[src/rtl/core/led_pkg.sv]
`timescale 1ns / 1ps
// led_pkg: widths, constants and beat/struct types of the local extrema detector
// no dependencies; used by led_lane, led_merge and local_extrema_detector_core

package led_pkg;

  localparam int AXES        = 3;
  localparam int VALUE_WIDTH = 32;
  localparam int TIME_WIDTH  = 32;
  localparam int COUNT_WIDTH = 32;
  localparam int STEP_WIDTH  = 31;
  localparam int AXIS_WIDTH  = 2;
  localparam int GROUP_DEPTH = 4;

  localparam logic [COUNT_WIDTH-1:0] COUNT_RESET = COUNT_WIDTH'(2);
  localparam logic [STEP_WIDTH-1:0]  STEP_RESET  = STEP_WIDTH'(1);
  localparam logic [1:0]             PRIME_DONE  = 2'd2;

  typedef struct packed {
    logic [TIME_WIDTH-1:0]         sample_time;
    logic signed [VALUE_WIDTH-1:0] pos_x;
    logic signed [VALUE_WIDTH-1:0] pos_y;
    logic signed [VALUE_WIDTH-1:0] pos_z;
  } led_sample_t;

  typedef struct packed {
    logic [COUNT_WIDTH-1:0]        sample_number;
    logic [TIME_WIDTH-1:0]         extremum_time;
    logic signed [VALUE_WIDTH-1:0] extremum_value;
    logic [AXIS_WIDTH-1:0]         axis;
    logic                          is_maximum;
    logic                          last_of_item;
  } led_report_t;

  typedef struct packed {
    logic hit;
    logic is_max;
  } led_lane_stat_t;

  // all reports caused by one sample, one slot per axis
  typedef struct packed {
    logic [COUNT_WIDTH-1:0]            sample_number;
    logic [TIME_WIDTH-1:0]             extremum_time;
    logic [AXES-1:0][VALUE_WIDTH-1:0]  value;
    logic [AXES-1:0]                   hit;
    logic [AXES-1:0]                   is_max;
  } led_group_t;

endpackage

[src/rtl/core/led_lane.sv]
`timescale 1ns / 1ps
// led_lane: one axis of the detector, three-point window, extremum test and holdoff
// depends on led_pkg

module led_lane (
  input  logic                                  clk,
  input  logic                                  rst,
  input  logic                                  shift,
  input  logic                                  judge,
  input  logic signed [led_pkg::VALUE_WIDTH-1:0] cur,
  input  logic [led_pkg::TIME_WIDTH-1:0]         prev_time,
  input  logic [led_pkg::STEP_WIDTH-1:0]         step,
  output led_pkg::led_lane_stat_t                stat,
  output logic signed [led_pkg::VALUE_WIDTH-1:0] mid_value
);
  import led_pkg::*;

  logic signed [VALUE_WIDTH-1:0] prev_pos;
  logic signed [VALUE_WIDTH-1:0] before_prev_pos;
  logic [TIME_WIDTH-1:0]         last_time;
  logic                          seen;
  logic [TIME_WIDTH:0]           diff;
  logic                          hold_ok;
  logic                          is_max;
  logic                          is_min;

  always_comb begin
    is_max  = (before_prev_pos <= prev_pos) && (cur <= prev_pos);
    is_min  = (before_prev_pos >= prev_pos) && (cur >= prev_pos);
    // sign bit of the wide difference catches time going backwards
    diff    = {1'b0, prev_time} - {1'b0, last_time};
    hold_ok = !seen || (!diff[TIME_WIDTH] && (diff[TIME_WIDTH-1:0] > {step, 1'b0}));
    stat.hit    = (is_max || is_min) && hold_ok;
    stat.is_max = is_max;
  end

  assign mid_value = prev_pos;

  always_ff @(posedge clk) begin
    if (rst) begin
      prev_pos        <= '0;
      before_prev_pos <= '0;
      last_time       <= '0;
      seen            <= 1'b0;
    end else begin
      if (shift) begin
        before_prev_pos <= prev_pos;
        prev_pos        <= cur;
      end
      if (judge && stat.hit) begin
        last_time <= prev_time;
        seen      <= 1'b1;
      end
    end
  end

endmodule

[src/rtl/core/led_merge.sv]
`timescale 1ns / 1ps
// led_merge: queue of per-sample report groups and the output stage that
// sends their reports one beat at a time in axis order; depends on led_pkg

module led_merge #(
  parameter int DEPTH = led_pkg::GROUP_DEPTH
) (
  input  logic                 clk,
  input  logic                 rst,
  input  logic                 push,
  input  led_pkg::led_group_t  push_group,
  output logic                 full,
  output logic                 report_valid,
  input  logic                 report_stall,
  output led_pkg::led_report_t report
);
  import led_pkg::*;

  localparam int IDX_W = $clog2(DEPTH);
  localparam int CNT_W = $clog2(DEPTH + 1);

  led_group_t            fifo [DEPTH];
  logic [IDX_W-1:0]      wr_ptr;
  logic [IDX_W-1:0]      rd_ptr;
  logic [CNT_W-1:0]      count;
  logic [CNT_W-1:0]      count_next;
  led_group_t            head;
  logic                  head_valid;
  logic [AXES-1:0]       done;
  logic [AXES-1:0]       remaining;
  logic [AXES-1:0]       pick;
  logic [AXIS_WIDTH-1:0] pick_idx;
  logic                  found;
  logic                  is_last;
  logic                  load;
  logic                  pop;

  function automatic logic [IDX_W-1:0] ptr_inc(input logic [IDX_W-1:0] p);
    return (p == IDX_W'(DEPTH - 1)) ? '0 : p + 1'b1;
  endfunction

  always_comb begin
    head       = fifo[rd_ptr];
    head_valid = (count != '0);
    remaining  = head.hit & ~done;
    pick       = '0;
    pick_idx   = '0;
    found      = 1'b0;
    // lowest pending axis goes first
    for (int a = 0; a < AXES; a++) begin
      if (remaining[a] && !found) begin
        pick[a]  = 1'b1;
        pick_idx = AXIS_WIDTH'(a);
        found    = 1'b1;
      end
    end
    is_last = ((remaining & ~pick) == '0);
    load    = head_valid && (!report_valid || !report_stall);
    pop     = load && is_last;
    full    = (count == CNT_W'(DEPTH));
    count_next = count;
    if (push && !pop) begin
      count_next = count + 1'b1;
    end else if (pop && !push) begin
      count_next = count - 1'b1;
    end
  end

  always_ff @(posedge clk) begin
    if (push) begin
      fifo[wr_ptr] <= push_group;
    end
  end

  always_ff @(posedge clk) begin
    if (rst) begin
      wr_ptr       <= '0;
      rd_ptr       <= '0;
      count        <= '0;
      done         <= '0;
      report_valid <= 1'b0;
    end else begin
      count <= count_next;
      if (push) begin
        wr_ptr <= ptr_inc(wr_ptr);
      end
      if (pop) begin
        rd_ptr <= ptr_inc(rd_ptr);
      end
      if (load) begin
        done         <= is_last ? '0 : (done | pick);
        report_valid <= 1'b1;
      end else if (!report_stall) begin
        report_valid <= 1'b0;
      end
    end
  end

  always_ff @(posedge clk) begin
    if (load) begin
      report.sample_number  <= head.sample_number;
      report.extremum_time  <= head.extremum_time;
      report.extremum_value <= head.value[pick_idx];
      report.axis           <= pick_idx;
      report.is_maximum     <= head.is_max[pick_idx];
      report.last_of_item   <= is_last;
    end
  end

endmodule

[src/rtl/core/local_extrema_detector_core.sv]
`timescale 1ns / 1ps
// Local extrema detector: one sample beat per clock enters while the group queue
// has room; every axis lane tests its middle sample in the accept cycle, and an
// item yields one output beat per report, sent one report per cycle from the output
// register while report_stall is low. Throughput is one sample per cycle as long as
// reports average at most one per sample and the output is not stalled; GROUP_DEPTH
// samples with reports can be queued before sample_stall rises. A report passes
// through the group queue and then the output register after its sample is
// accepted. Depends on led_pkg, led_lane and led_merge.

module local_extrema_detector_core #(
  parameter int GROUP_DEPTH = led_pkg::GROUP_DEPTH
) (
  input  logic                              clk,
  input  logic                              rst,
  input  logic                              step_wr_en,
  input  logic [led_pkg::STEP_WIDTH-1:0]    step_wr_data,
  input  logic                              sample_valid,
  output logic                              sample_stall,
  input  led_pkg::led_sample_t              sample,
  output logic                              report_valid,
  input  logic                              report_stall,
  output led_pkg::led_report_t              report
);
  import led_pkg::*;

  logic [STEP_WIDTH-1:0]         step;
  logic [TIME_WIDTH-1:0]         prev_time;
  logic [1:0]                    primed;
  logic [COUNT_WIDTH-1:0]        counter;
  logic [COUNT_WIDTH-1:0]        counter_next;
  logic                          accept;
  logic                          judge;
  logic                          push;
  logic                          full;
  logic signed [VALUE_WIDTH-1:0] cur [AXES];
  logic signed [VALUE_WIDTH-1:0] mid_value [AXES];
  led_lane_stat_t                stat [AXES];
  led_group_t                    grp;

  assign sample_stall = full;

  always_comb begin
    accept       = sample_valid && !full;
    judge        = accept && (primed == PRIME_DONE);
    counter_next = (counter == '1) ? counter : counter + 1'b1;
    cur[0]       = sample.pos_x;
    cur[1]       = sample.pos_y;
    cur[2]       = sample.pos_z;
    grp.sample_number = counter_next;
    grp.extremum_time = prev_time;
    for (int a = 0; a < AXES; a++) begin
      grp.value[a]  = mid_value[a];
      grp.hit[a]    = stat[a].hit;
      grp.is_max[a] = stat[a].is_max;
    end
    push = judge && (grp.hit != '0);
  end

  for (genvar g = 0; g < AXES; g++) begin : g_lane
    led_lane u_lane (
      .clk       (clk),
      .rst       (rst),
      .shift     (accept),
      .judge     (judge),
      .cur       (cur[g]),
      .prev_time (prev_time),
      .step      (step),
      .stat      (stat[g]),
      .mid_value (mid_value[g])
    );
  end

  led_merge #(
    .DEPTH (GROUP_DEPTH)
  ) u_merge (
    .clk          (clk),
    .rst          (rst),
    .push         (push),
    .push_group   (grp),
    .full         (full),
    .report_valid (report_valid),
    .report_stall (report_stall),
    .report       (report)
  );

  always_ff @(posedge clk) begin
    if (rst) begin
      step      <= STEP_RESET;
      prev_time <= '0;
      primed    <= '0;
      counter   <= COUNT_RESET;
    end else begin
      if (step_wr_en) begin
        step <= step_wr_data;
      end
      if (accept) begin
        prev_time <= sample.sample_time;
        if (primed != PRIME_DONE) begin
          primed <= primed + 1'b1;
        end
      end
      if (judge) begin
        counter <= counter_next;
      end
    end
  end

`ifndef SYNTHESIS
  // window not yet full: no report group may enter the queue
  a_no_push_priming: assert property (@(posedge clk) disable iff (rst)
    (primed != PRIME_DONE) |-> !push)
    else $error("report group pushed while window priming");

  // sample count advances by one per judged beat and saturates
  a_counter_step: assert property (@(posedge clk) disable iff (rst)
    judge |=> (counter == (($past(counter) == '1) ? $past(counter) : $past(counter) + 1'b1)))
    else $error("sample count did not advance correctly");

  // no report beat right out of reset
  a_reset_quiet: assert property (@(posedge clk) disable iff (rst)
    $past(rst) |-> !report_valid)
    else $error("report beat present after reset");

  // a full queue must hold off the sample side
  a_full_stalls: assert property (@(posedge clk) disable iff (rst)
    full |-> (sample_stall && !push))
    else $error("sample beat taken while queue full");
`endif

endmodule
[config.mk]
export PLATFORM = sky130hd
export DESIGN_NAME = local_extrema_detector_core
export DESIGN_NICKNAME = d
export VERILOG_FILES = /design/src/rtl/core/led_pkg.sv /design/src/rtl/core/led_lane.sv /design/src/rtl/core/led_merge.sv /design/src/rtl/core/local_extrema_detector_core.sv
export SDC_FILE = /design/constraint.sdc
export NUM_CORES = 2
export LEC_CHECK = 0
export ABC_CLOCK_PERIOD_IN_PS = 15300
export BUFFER_PORTS_ARGS = -buffer_cell sky130_fd_sc_hd__buf_2
export CORE_UTILIZATION = 60
export CTS_CLUSTER_SIZE = 25
export DETAILED_ROUTE_END_ITERATION = 12
export PLACE_DENSITY = 0.78
export SYNTH_ARGS = -nofsm -noshare
export SYNTH_HDL_FRONTEND = slang
export SYNTH_SLANG_ARGS = --single-unit
[constraint.sdc]
create_clock -name clk -period 15.3 [get_ports clk]
set_input_delay 3.825 -clock clk [delete_from_list [all_inputs] [get_ports clk]]
set_output_delay 3.825 -clock clk [all_outputs]
set_load 0.01 [all_outputs]
==> results.cfg <==
[outcome]
status = finished with violations
violations = DRC

[setup_path]
cpMostUsedCell = buf_4
r2r_cells = 23
critPathLaunchType = flip-flop
cp.depth = 23
cp_slowest_stage_delay_ns = 0.83
r2r-start = prev_time[1]$_SDFFE_PP0P_
cp_max_fo = 63
r2r_end = u_merge.fifo[2][139]$_DFFE_PP_
cp_data_arrival_time_ns = 9.59
ff2ff_setup_slack_ns = 6.04
slowest_stage = buf_4
cp-end-kind = flip-flop
worstPathCellList = ha_1 > nor2b_1 > o21ai_1 > a21boi_1 > o41a_1 > a31oi_1 > o211ai_1 > o311ai_1 > nand2b_1 > a221oi_1 > xnor2_1 > ha_1 > nand4_1 > nor3_1 > nand2_1 > o21ai_0 > o211ai_1 > nor3_4 > buf_4 > nor3_4 > nor2b_4 > buf_4 > buf_4
worstSetupStartpoint = prev_time[1]$_SDFFE_PP0P_
crit_type = reg2reg
crit_buf_inv = 3
crit_required_ns = 15.63
critical-path-top-delay-family = compound AO/OA/AOI/OAI gates
cp-endpoint = u_merge.fifo[2][139]$_DFFE_PP_

[floorplanning]
coreArea_um2 = 88800
initial_core_util_pct = 60.8
io_pins = 266
core.rowCount = 109
die_w_um = 302
die_area_um2 = 91200
die_h_um = 302

[layout]
nNetsFinal = 5195
area_growth_pct = 11.7
seqCellArea_um2 = 31000
fin_util_pct = 68.0
fillers = 6147
drive_gt1_share_pct = 14.5
layoutNonFillerInstCount = 5907
multiInputGateArea_um2 = 21400
final_cell_area_um2 = 60400

[global_route]
grt_usage_pct = 28.3
grt_pass1_vias = 34700
grt_max_degree = 169
grt-ovfl-total = 0
grt_use_met2_pct = 48.2
grt_use_met1_pct = 37.6
grt_use_met3_pct = 3.96
grt.busiest_layer = met2
grt_pass1_wl_mm = 197
antenna_found_initial = 5

[synth]
synth_area_per_cell_um2 = 12.3
synth_cell_types = 91
synthFlopType = edfxtp_1
muxShareOfSynthArea_pct = 9.95
yosysSeqAreaShare_pct = 57.3
synth_edf_count = 764
ys_ff_latch = 1165
synth_top_cell_by_area = edfxtp_1
syn_inst = 4384
synth_nets = 4941
synth_async_sr_flop_share_pct = 0
synthSimpleGateAreaFrac_pct = 9.45
synth_top_family_by_area = multiplexers
yosysTopAreaCellShare_pct = 42.5
netlist_area_um2 = 54000
ys_warn_count = 0
synth_fa_ha_area_share_pct = 9.18
synth_xor_area_share_pct = 2.19
ys_top_cells_by_area = edfxtp_1 42%, dfxtp_1 15%, ha_1 9.0%
synth_compound_area_share_pct = 8.79

[clock_tree]
cts_hold_buf = 0
ctsResizeCount = 0
clkTransAtPathRegs_ns = 0.06
cts_buffer_depth = 3
cts_buffers = 114
root_buffer = clkbuf_16
insertion_delay_ns = 0.72
cts_max_level = 3
cts.sinks = 1165
cts_setup_buffers = 0
cts_tree = built

[route]
drc_errors = 28
wl_per_cell_um = 21.9
routed_wl_mm = 129
vias = 35500
viasPerCell = 6.01
dr.pass1.iters = 11
antenna_left = 0
drt_iter0_drc = 3121

[hold_path]
hold_depth = 2
hold_class = reg2reg

[power]
p_leak_nw = 22.4
ir_drop_mv = 0.222
power_density_nw_per_um2 = 157
power_mw = 9.47

[timing]
setup_viol = 0
holdWs_ns = 0.459
tightestPinTransition_ns = 1.09
rsz0062_at_grt = no
finalHoldViolCount = 0
slew_viol_final = 0
final.period_utilization_pct = 60.5
skew_ns = 0.0352
timing.final.ws_setup_ns = 6.04
setup_tns_ns = 0
fmax_mhz = 108
period_needed_ns = 9.26
slew_headroom_pct = 27.3

[placed_design]
placedCellCount = 5687
dp_hpwl_mm = 86.5
io_buffers = 265
placed_area_um2 = 56500
gp_congestion = 0.924
dp_slack_ns = 5.57

[run]
maxCapViolCount = 0
==> where the power goes <==
group / internal (mW) / leakage, nW / switching [mW]
Combinational: 1.04 / 10.2 / 1.50
Sequential: 3.82 / 10.3 / 0.248
Clock: 1.64 / 1.87 / 1.21
==> Yosys cell counts (8+ instances only) <==
master / number
a211oi_1: 19
a21o_1: 101
a21oi_1: 427
a31oi_1: 15
and3_1: 21
and4_1: 13
buf_1: 16
buf_2: 11
clkbuf_1: 129
dfxtp_1: 401
edfxtp_1: 764
ha_1: 389
inv_1: 262
mux2i_1: 161
mux4_2: 166
nand2_1: 554
nand2b_1: 22
nand3_1: 48
nand4_1: 60
nor2_1: 298
nor2b_1: 33
nor3_1: 31
nor4_1: 12
o211ai_1: 12
o21a_1: 23
o21ai_0: 72
o21ai_1: 8
o21bai_1: 16
or3_1: 19
xnor2_1: 88
xor2_1: 47
==> state kept, by name (all words and copies together), names as in the netlist, named ones only <==
| register | flops |
|---|---|
| u_merge.count | 3 |
| u_merge.report_valid | 1 |
| u_merge.wr_ptr | 2 |
| primed | 2 |
| prev_time | 32 |
| u_merge.report | 100 |
| u_merge.rd_ptr | 2 |
| g_lane.u_lane.before_prev_pos | 96 |
| g_lane.u_lane.mid_value | 96 |
| counter | 32 |
| g_lane.u_lane.last_time | 96 |
| u_merge.done | 3 |
| g_lane.u_lane.seen | 3 |
| u_merge.fifo | 664 |
| step | 31 |
==> per-layer routing <==
layer | up-vias | wire [um] | share of wire, %
li1 | 16600 | - | -
met1 | 17500 | 52800 | 41
met2 | 1204 | 64100 | 50
met3 | 222 | 8260 | 6.4
met4 | 0 | 3900 | 3.0
met5 | - | 0 | 0
==> layout by cell type (no fill, tap or decap), drive strengths merged, types with 12 or more instances in the layout <==
cell type  count
edfxtp       764
nand2        554
a21oi        431
dfxtp        401
ha           389
buf          304
nor2         298
inv          265
clkbuf       173
mux4         166
mux2i        161
a21o         101
xnor2         88
o21ai         81
nand4         61
nand3         49
xor2          47
nor3          35
nor2b         34
clkinv        30
o21a          24
nand2b        22
and3          21
a211oi        19
or3           19
o21bai        16
a31oi         15
and4          13
nor4          13
o211ai        12
==> logic make-up after synthesis <==
group                      count (synthesis)
and+or+nand+nor                         1151
buffers and inverters                    428
adders and majority gates                394
muxes                                    329
xor gates and xnor gates                 135
AOI/OAI and AO/OA                        782
DFF                                     1165
==> worst min-delay path by stage <==
stage / startpoint / to / slack, ns
CTS: g_lane[0].u_lane.before_prev_pos[0]$_SDFFE_PP0P_ / g_lane[0].u_lane.before_prev_pos[0]$_SDFFE_PP0P_ / 0.46
finish: g_lane[0].u_lane.before_prev_pos[0]$_SDFFE_PP0P_ / g_lane[0].u_lane.before_prev_pos[0]$_SDFFE_PP0P_ / 0.46
global placement: u_merge.done[1]$_SDFFE_PP0P_ / u_merge.done[1]$_SDFFE_PP0P_ / 0.44
detailed placement: g_lane[0].u_lane.before_prev_pos[0]$_SDFFE_PP0P_ / g_lane[0].u_lane.before_prev_pos[0]$_SDFFE_PP0P_ / 0.45
floorplan: u_merge.done[1]$_SDFFE_PP0P_ / u_merge.done[1]$_SDFFE_PP0P_ / 0.43
global route: g_lane[2].u_lane.before_prev_pos[31]$_SDFFE_PP0P_ / g_lane[2].u_lane.before_prev_pos[31]$_SDFFE_PP0P_ / 0.47
==> area by class of cell <==
cell class | instances | area share (%)
sequential | 1165 | 51.3
multi-input combinational | 2791 | 35.5
clock buffer | 173 | 5.46
timing repair buffer | 304 | 2.76
tap | 1165 | 2.41
inverter | 262 | 1.63
clock inverter | 45 | 0.900
antenna | 2 | 0.00829
==> tightest hold or removal path: stages (launching register included) <==
cell     delay (ns)
dfxtp_1        0.31
nand2_1        0.05
a21oi_1        0.05
(Power assumes the default switching activity.)
